`config.mk`:
```
export PLATFORM = sky130hd
export DESIGN_NAME = two_class_round_robin_slot_scheduler
export DESIGN_NICKNAME = d
export VERILOG_FILES = /design/src/rtl/tcrr_pkg.sv /design/src/rtl/two_class_round_robin_slot_scheduler.sv /design/src/rtl/tcrr_slot_table.sv
export SDC_FILE = /design/constraint.sdc
export NUM_CORES = 1
export LEC_CHECK = 0
export BUFFER_PORTS_ARGS = -buffer_cell sky130_fd_sc_hd__buf_2
export CAP_MARGIN = 15
export CORE_MARGIN = 2
export CORE_UTILIZATION = 40
export CTS_BUF_LIST = sky130_fd_sc_hd__clkbuf_4 sky130_fd_sc_hd__clkbuf_8 sky130_fd_sc_hd__clkbuf_16
export DETAILED_ROUTE_END_ITERATION = 7
export SETUP_SLACK_MARGIN = 0.02
export SYNTH_ARGS = -nofsm -noshare
export SYNTH_HDL_FRONTEND = slang
export SYNTH_HIERARCHICAL = 1
export SYNTH_SLANG_ARGS = --single-unit
```
`constraint.sdc`:
```
create_clock -name clk -period 3.1 [get_ports clk]
set_input_delay 0.93 -clock clk [delete_from_list [all_inputs] [get_ports clk]]
set_output_delay 0.93 -clock clk [all_outputs]
set_load 0.005 [all_outputs]
```
`src/rtl/tcrr_pkg.sv`:
```
// ----------------------------------------------------------------------------
// tcrr_pkg
// shared types and codes for the two-class round-robin slot scheduler
// ----------------------------------------------------------------------------
package tcrr_pkg;

  typedef logic [1:0] kind_t;
  typedef logic [2:0] action_t;
  typedef logic [1:0] slot_state_t;

  localparam kind_t KIND_SUBMIT = 2'd0;
  localparam kind_t KIND_SCHED  = 2'd1;
  localparam kind_t KIND_FINISH = 2'd2;

  localparam action_t ACT_IDLE   = 3'd0;
  localparam action_t ACT_START  = 3'd1;
  localparam action_t ACT_RESUME = 3'd2;
  localparam action_t ACT_ACCEPT = 3'd3;
  localparam action_t ACT_REFUSE = 3'd4;

  localparam slot_state_t SLOT_FREE    = 2'd0;
  localparam slot_state_t SLOT_PENDING = 2'd1;
  localparam slot_state_t SLOT_RUNNING = 2'd2;

  typedef struct packed {
    kind_t      kind;
    logic [2:0] slot;
  } req_word_t;

  typedef struct packed {
    logic [2:0] chosen_slot;
    action_t    action;
  } rsp_word_t;

endpackage

```
`src/rtl/two_class_round_robin_slot_scheduler.sv`:
```
// ----------------------------------------------------------------------------
// two_class_round_robin_slot_scheduler
// schedule word: scans every slot starting after the current slot, then resolves
// submit/finish word: resolves directly from the addressed slot's state
// the scan reads one slot state per cycle; resolve waits for a free output word
// sync reset: all slots free, current slot 0, no result pending
// ----------------------------------------------------------------------------
module two_class_round_robin_slot_scheduler #(
  parameter int SLOT_COUNT = 8
) (
  input  logic                clk,
  input  logic                rst,
  input  logic                req_valid,
  output logic                req_stall,
  input  tcrr_pkg::req_word_t req,
  output logic                rsp_valid,
  input  logic                rsp_stall,
  output tcrr_pkg::rsp_word_t rsp
);

  localparam int IW = $clog2(SLOT_COUNT);
  localparam int EW = (IW > 3) ? IW : 3;
  localparam logic [IW-1:0] LAST = IW'(SLOT_COUNT - 1);

  typedef enum logic [2:0] {
    ST_IDLE    = 3'b001,
    ST_SCAN    = 3'b010,
    ST_RESOLVE = 3'b100
  } state_t;

  state_t                st;
  tcrr_pkg::kind_t       kind_r;
  logic [2:0]            slot_r;
  logic [IW-1:0]         ptr;
  logic [IW-1:0]         cnt;
  logic                  pend_hit;
  logic [IW-1:0]         pend_idx;
  logic                  run_hit;
  logic [IW-1:0]         run_idx;
  logic [IW-1:0]         current_slot;

  logic [IW-1:0]         inc_src;
  logic [IW-1:0]         inc_out;
  logic [IW-1:0]         rd_addr;
  tcrr_pkg::slot_state_t rd_data;
  logic [IW-1:0]         slot_idx;
  logic                  in_range;
  logic                  out_free;
  logic                  load;
  logic                  wr_en;
  logic [IW-1:0]         wr_addr;
  tcrr_pkg::slot_state_t wr_data;
  logic [IW-1:0]         sel_idx;
  logic [EW-1:0]         sel_ext;
  logic [IW-1:0]         current_next;
  tcrr_pkg::rsp_word_t   res;

  // shared wrap-around incrementer
  assign inc_src  = (st == ST_IDLE) ? current_slot : ptr;
  assign inc_out  = (inc_src == LAST) ? '0 : inc_src + 1'b1;

  assign slot_idx = IW'(slot_r);
  assign in_range = (32'(slot_r) < 32'(SLOT_COUNT));
  assign rd_addr  = (st == ST_SCAN) ? ptr : slot_idx;

  assign req_stall = (st != ST_IDLE);
  assign out_free  = !rsp_valid || !rsp_stall;
  assign load      = (st == ST_RESOLVE) && out_free;

  tcrr_slot_table #(
    .DEPTH (SLOT_COUNT),
    .IW    (IW)
  ) u_table (
    .clk     (clk),
    .rst     (rst),
    .rd_addr (rd_addr),
    .rd_data (rd_data),
    .wr_en   (wr_en),
    .wr_addr (wr_addr),
    .wr_data (wr_data)
  );

  assign sel_idx = pend_hit ? pend_idx : (run_hit ? run_idx : '0);
  assign sel_ext = EW'(sel_idx);

  always_comb begin
    res.chosen_slot = slot_r;
    res.action      = tcrr_pkg::ACT_REFUSE;
    wr_en           = 1'b0;
    wr_addr         = slot_idx;
    wr_data         = tcrr_pkg::SLOT_FREE;
    current_next    = current_slot;
    unique case (kind_r)
      tcrr_pkg::KIND_SCHED: begin
        res.chosen_slot = sel_ext[2:0];
        current_next    = sel_idx;
        if (pend_hit) begin
          res.action = tcrr_pkg::ACT_START;
          wr_en      = 1'b1;
          wr_addr    = pend_idx;
          wr_data    = tcrr_pkg::SLOT_RUNNING;
        end else if (run_hit) begin
          res.action = tcrr_pkg::ACT_RESUME;
        end else begin
          res.action = tcrr_pkg::ACT_IDLE;
        end
      end
      tcrr_pkg::KIND_SUBMIT: begin
        if (in_range && rd_data == tcrr_pkg::SLOT_FREE) begin
          res.action = tcrr_pkg::ACT_ACCEPT;
          wr_en      = 1'b1;
          wr_data    = tcrr_pkg::SLOT_PENDING;
        end
      end
      tcrr_pkg::KIND_FINISH: begin
        if (in_range && rd_data == tcrr_pkg::SLOT_RUNNING) begin
          res.action = tcrr_pkg::ACT_ACCEPT;
          wr_en      = 1'b1;
          wr_data    = tcrr_pkg::SLOT_FREE;
        end
      end
      default: begin
        res.action = tcrr_pkg::ACT_REFUSE;
      end
    endcase
    if (!load) begin
      wr_en = 1'b0;
    end
  end

  // sequencer
  always_ff @(posedge clk) begin
    if (rst) begin
      st           <= ST_IDLE;
      current_slot <= '0;
      pend_hit     <= 1'b0;
      run_hit      <= 1'b0;
    end else begin
      unique case (st)
        ST_IDLE: begin
          if (req_valid) begin
            kind_r   <= req.kind;
            slot_r   <= req.slot;
            ptr      <= inc_out;
            cnt      <= '0;
            pend_hit <= 1'b0;
            run_hit  <= 1'b0;
            st       <= (req.kind == tcrr_pkg::KIND_SCHED) ? ST_SCAN : ST_RESOLVE;
          end
        end
        ST_SCAN: begin
          if (!pend_hit && rd_data == tcrr_pkg::SLOT_PENDING) begin
            pend_hit <= 1'b1;
            pend_idx <= ptr;
          end
          if (!run_hit && rd_data == tcrr_pkg::SLOT_RUNNING) begin
            run_hit <= 1'b1;
            run_idx <= ptr;
          end
          ptr <= inc_out;
          cnt <= cnt + 1'b1;
          if (cnt == LAST) begin
            st <= ST_RESOLVE;
          end
        end
        ST_RESOLVE: begin
          if (out_free) begin
            current_slot <= current_next;
            st           <= ST_IDLE;
          end
        end
        default: begin
          st <= ST_IDLE;
        end
      endcase
    end
  end

  // output word register
  always_ff @(posedge clk) begin
    if (rst) begin
      rsp_valid <= 1'b0;
    end else if (load) begin
      rsp_valid <= 1'b1;
    end else if (!rsp_stall) begin
      rsp_valid <= 1'b0;
    end
  end

  always_ff @(posedge clk) begin
    if (load) begin
      rsp <= res;
    end
  end

`ifndef NO_ASSERTIONS
  a_current_in_range: assert property (@(posedge clk) disable iff (rst)
    32'(current_slot) < 32'(SLOT_COUNT))
    else $error("current slot out of range");

  a_ptr_in_range: assert property (@(posedge clk) disable iff (rst)
    (st == ST_SCAN) |-> (32'(ptr) < 32'(SLOT_COUNT)))
    else $error("scan pointer out of range");

  a_load_from_resolve: assert property (@(posedge clk) disable iff (rst)
    $rose(rsp_valid) |-> $past(st == ST_RESOLVE))
    else $error("result word loaded outside resolve");

  a_sched_hit_order: assert property (@(posedge clk) disable iff (rst)
    (load && kind_r == tcrr_pkg::KIND_SCHED && res.action == tcrr_pkg::ACT_IDLE)
      |=> (current_slot == '0))
    else $error("idle schedule did not clear current slot");
`endif

endmodule

```
`src/rtl/tcrr_slot_table.sv`:
```
// ----------------------------------------------------------------------------
// tcrr_slot_table
// per-slot state table, one read port and one write port, cleared by reset
// ----------------------------------------------------------------------------
module tcrr_slot_table #(
  parameter int DEPTH = 8,
  parameter int IW    = 3
) (
  input  logic                 clk,
  input  logic                 rst,
  input  logic [IW-1:0]        rd_addr,
  output tcrr_pkg::slot_state_t rd_data,
  input  logic                 wr_en,
  input  logic [IW-1:0]        wr_addr,
  input  tcrr_pkg::slot_state_t wr_data
);

  tcrr_pkg::slot_state_t slots [DEPTH];

  always_ff @(posedge clk) begin
    if (rst) begin
      for (int i = 0; i < DEPTH; i++) begin
        slots[i] <= tcrr_pkg::SLOT_FREE;
      end
    end else if (wr_en) begin
      slots[wr_addr] <= wr_data;
    end
  end

  assign rd_data = slots[rd_addr];

endmodule
```
==> impl_results.md <==
- Port bufs: 16
- WL per Instance: 16.5 um
- Reg clk slew, reported paths: 0.08 ns
- Antenna violations before repair: 0
- R2r setup slk: 0.13 ns
- Final Max Tran Viols: 0
- Filler Cells Inserted: 492
- Clk sink count: 48
- Critical Path RT: 3.25 ns
- Tmin final: 2.97 ns
- Vias in the first global route: 1,495
- CTS H-tree depth: 2
- Ant diodes: 0
- CP cell instances: nand2b_4, nand2b_4, nand2_1, nand2_2, mux4_2, mux2_4, or2_4, a211o_1, nand2_1, and2_4, nand4b_1, nor3_2
- Drt pass-1 iters: 4
- Final worst slack: 0.131 ns
- Initial Util: 41.6%
- DPL Wire Length: 3590 um
- WL final: 4840 um
- Row count: 27
- Post-synthesis instance total: 187
- CP peak stage delay: 0.50 ns
- CP max stage cell: mux4_2
- Worst setup EP type: register
- Post-route insts no fill: 293
- Nets: 233
- Setup CP Type: reg -> reg
- Post-synth top area share: 51.1%
- Crit share post-route: 95.8%
- CTS tree: yes
- Crit path max-delay family: simple AND/OR/NAND/NOR gates
- Seq/Total Area, Yosys: 59.0%
- Mapped cell area: 2290 sq um
- Vias per inst: 5.40
- Largest cells by area after synthesis: edfxtp_1, dfxtp_1, mux4_1, mux2_2, nand2_1
- R2R cell count: 12
- Synthesis-stage register bit count: 48
- Slew @ Worst Pin: 0.546 ns
- First-pass GRT wire length: 7770 um
- DRC viols: 0
- Gr usage total: 16.5%
- Syn Nets: 200
- WP buf/inv: 0
- Primary FF master, synth: edfxtp_1
- Worst Hold Class: reg -> reg
- Post-route ant nets: 0
- # setup viols final: 0
- Avg Synthesized Cell Area: 12.3 sq um
- Yosys cell types: 38
- Setup TNS: 0 ns
- Critical path fanouts, max: 6
- Levels on crit path: 12
- Largest net degree at the start of global routing: 19
- Worst-Skew Late Latency: 0.31 ns
- Post-synth EDFFs: 39
- Remaining global-route overflow: 0
- Initial drt markers: 103
- Cts bufs inserted: 5
- Startpoint Class: register
- Worst vdd ir: 233 uV
- Max Clock Freq: 337 MHz
- IO Count: 17
- Status: finished clean
- Pre-CTS setup slack: 0.0791 ns
- Slew HR: 63.4%
- Total leakage power: 1.02 nW
- Dpl cells: 282
- Root buffer cell: clkbuf_8
- Area grow syn2layout: 19.2%
- Cts hold-fix bufs: 0
- Final hold vios: 0
- DIE AREA: 6350 sq um
- Async set-reset flop share out of synthesis: 0%
- Routability cong.: 0.873
- Width of the chip: 79.7 um
- Hold depth: 0
- Core Area: 5510 sq um
- Final Skew: 0.0114 ns
- PwrDens: 473 nW/um^2
- CP arrival: 3.12 ns
- Clock buffer depth: 2
- Die height: 79.7 um
- # Max-Cap Violations: 0
- Synth warnings: 6
- Share of post-route cells with drive strength above 1: 31.7%
- Vias: 1,581
- Yosys top cell by area: edfxtp_1
metal layers:
| layer | global-route usage (%) | vias up | part of all wire (%) |
|---|---|---|---|
| met2 | 23.7 | 45 | 45 |
| met3 | 4.19 | 5 | 4.9 |
| li1 | - | 776 | - |
| met4 | 5.52 | 0 | 1.3 |
| met1 | 24.2 | 755 | 49 |
| met5 | 0 | - | 0 |
path summary, 6_finish.rpt:
| kind | start | to |
|---|---|---|
| worst max-delay path | st[0]$_SDFFE_PP1P_ | u_table/slots[1][0]$_SDFFCE_PN0P_ |
| worst max register to register | st[0]$_SDFFE_PP1P_ | u_table/slots[1][0]$_SDFFCE_PN0P_ |
| worst min register to register | ptr[2]$_SDFFCE_PN0P_ | run_idx[2]$_DFFE_PP_ |
| worst min-delay path | ptr[2]$_SDFFCE_PN0P_ | run_idx[2]$_DFFE_PP_ |
metrics by stage:
| stage | utilization, % | hold slack [ns] | total power [W] | area [sq um] |
|---|---|---|---|---|
| 2_1_floorplan | - | 0.464 | 0.000853 | 2360 |
| 3_3_place_gp | 47.1 | 0.498 | 0.000904 | 2590 |
| 3_5_place_dp | 47.1 | 0.497 | 0.000906 | 2590 |
| 4_1_cts | 48.9 | 0.517 | 0.00129 | 2690 |
| 5_1_grt | 49.6 | 0.531 | 0.00134 | 2730 |
| 6_report | 49.6 | 0.511 | 0.00129 | 2730 |
cells in the final DEF (no fill, tap or decap), types with 2 or more instances in the layout:
cell type / instances
edfxtp_1: 39
nor2_1: 18
nand2_1: 17
buf_2: 16
buf_4: 15
mux2_2: 7
nor3_1: 7
dfxtp_1: 7
a21oi_1: 6
nand2b_1: 6
clkbuf_8: 6
o21ai_0: 5
nor2b_1: 5
inv_1: 4
ha_1: 4
nand2b_4: 3
a22oi_1: 3
a31oi_1: 3
a311oi_1: 3
nand4b_1: 3
o21ai_2: 3
o21ai_1: 3
nor4_1: 2
and2_1: 2
a2bb2oi_1: 2
nor3_2: 2
dfxtp_2: 2
mux4_1: 2
o31ai_4: 2
mux4_2: 2
nand4bb_1: 2
flip-flops by register name, indices dropped and copies added, names as in the netlist:
register       flops
pend_hit           1
cnt                3
u_table/slots     16
current_slot       3
slot_idx           3
ptr                3
rsp_valid          1
rsp                6
pend_idx           3
run_hit            1
kind_r             2
run_idx            3
st                 3
cell usage after synthesis, types with 3 or more instances:
library cell / instances
edfxtp_1: 39
nand2_1: 19
nor2_1: 19
o21ai_0: 11
dfxtp_1: 9
nand2b_1: 9
mux2_2: 8
nor3_1: 8
a21oi_1: 6
nor2b_1: 5
ha_1: 4
inv_1: 4
mux4_1: 4
a22oi_1: 3
a311oi_1: 3
a31oi_1: 3
and2_1: 3
clkbuf_1: 3
nand4b_1: 3
area by class of cell:
class / instances / area (sq um) / area share [%]
Multi-Input combinational cell: 129 / 980 / 35.9
Timing Repair Buffer: 31 / 193 / 7.05
Inverter: 5 / 18.8 / 0.687
Sequential cell: 48 / 1350 / 49.6
Clock inverter: 2 / 13.8 / 0.504
Clock buffer: 6 / 82.6 / 3.02
Tap cell: 72 / 90.1 / 3.30
worst reg2reg max path, delay by kind of cell (launching register included):
family | cells | cell delay [ns]
flops | 1 | 0.33
compound gates | 1 | 0.25
simple gates | 9 | 1.45
mux | 2 | 0.79
power by group:
part           switching, W  total (W)  internal (W)
combinational     0.0000834   0.000155     0.0000712
sequential        0.0000179   0.000741      0.000723
clock              0.000215   0.000396      0.000181
total              0.000316    0.00129      0.000976
timing repair:
action,CTS,global route
endpoints found under the setup margin,0,30
gates resized for setup,0,5
setup buffers,0,3
logic make-up (layout without fill, tap and decap cells):
family	after synthesis	in the layout	synth area share [%]
DFF	48	48	59.0
buffers and inverters	10	44	1.75
muxes	13	13	8.96
and+or+nand+nor	76	76	17.6
AOI/OAI and AO/OA	36	36	10.5
adders and majority gates	4	4	2.18
Power figures use the tool's default switching activity.
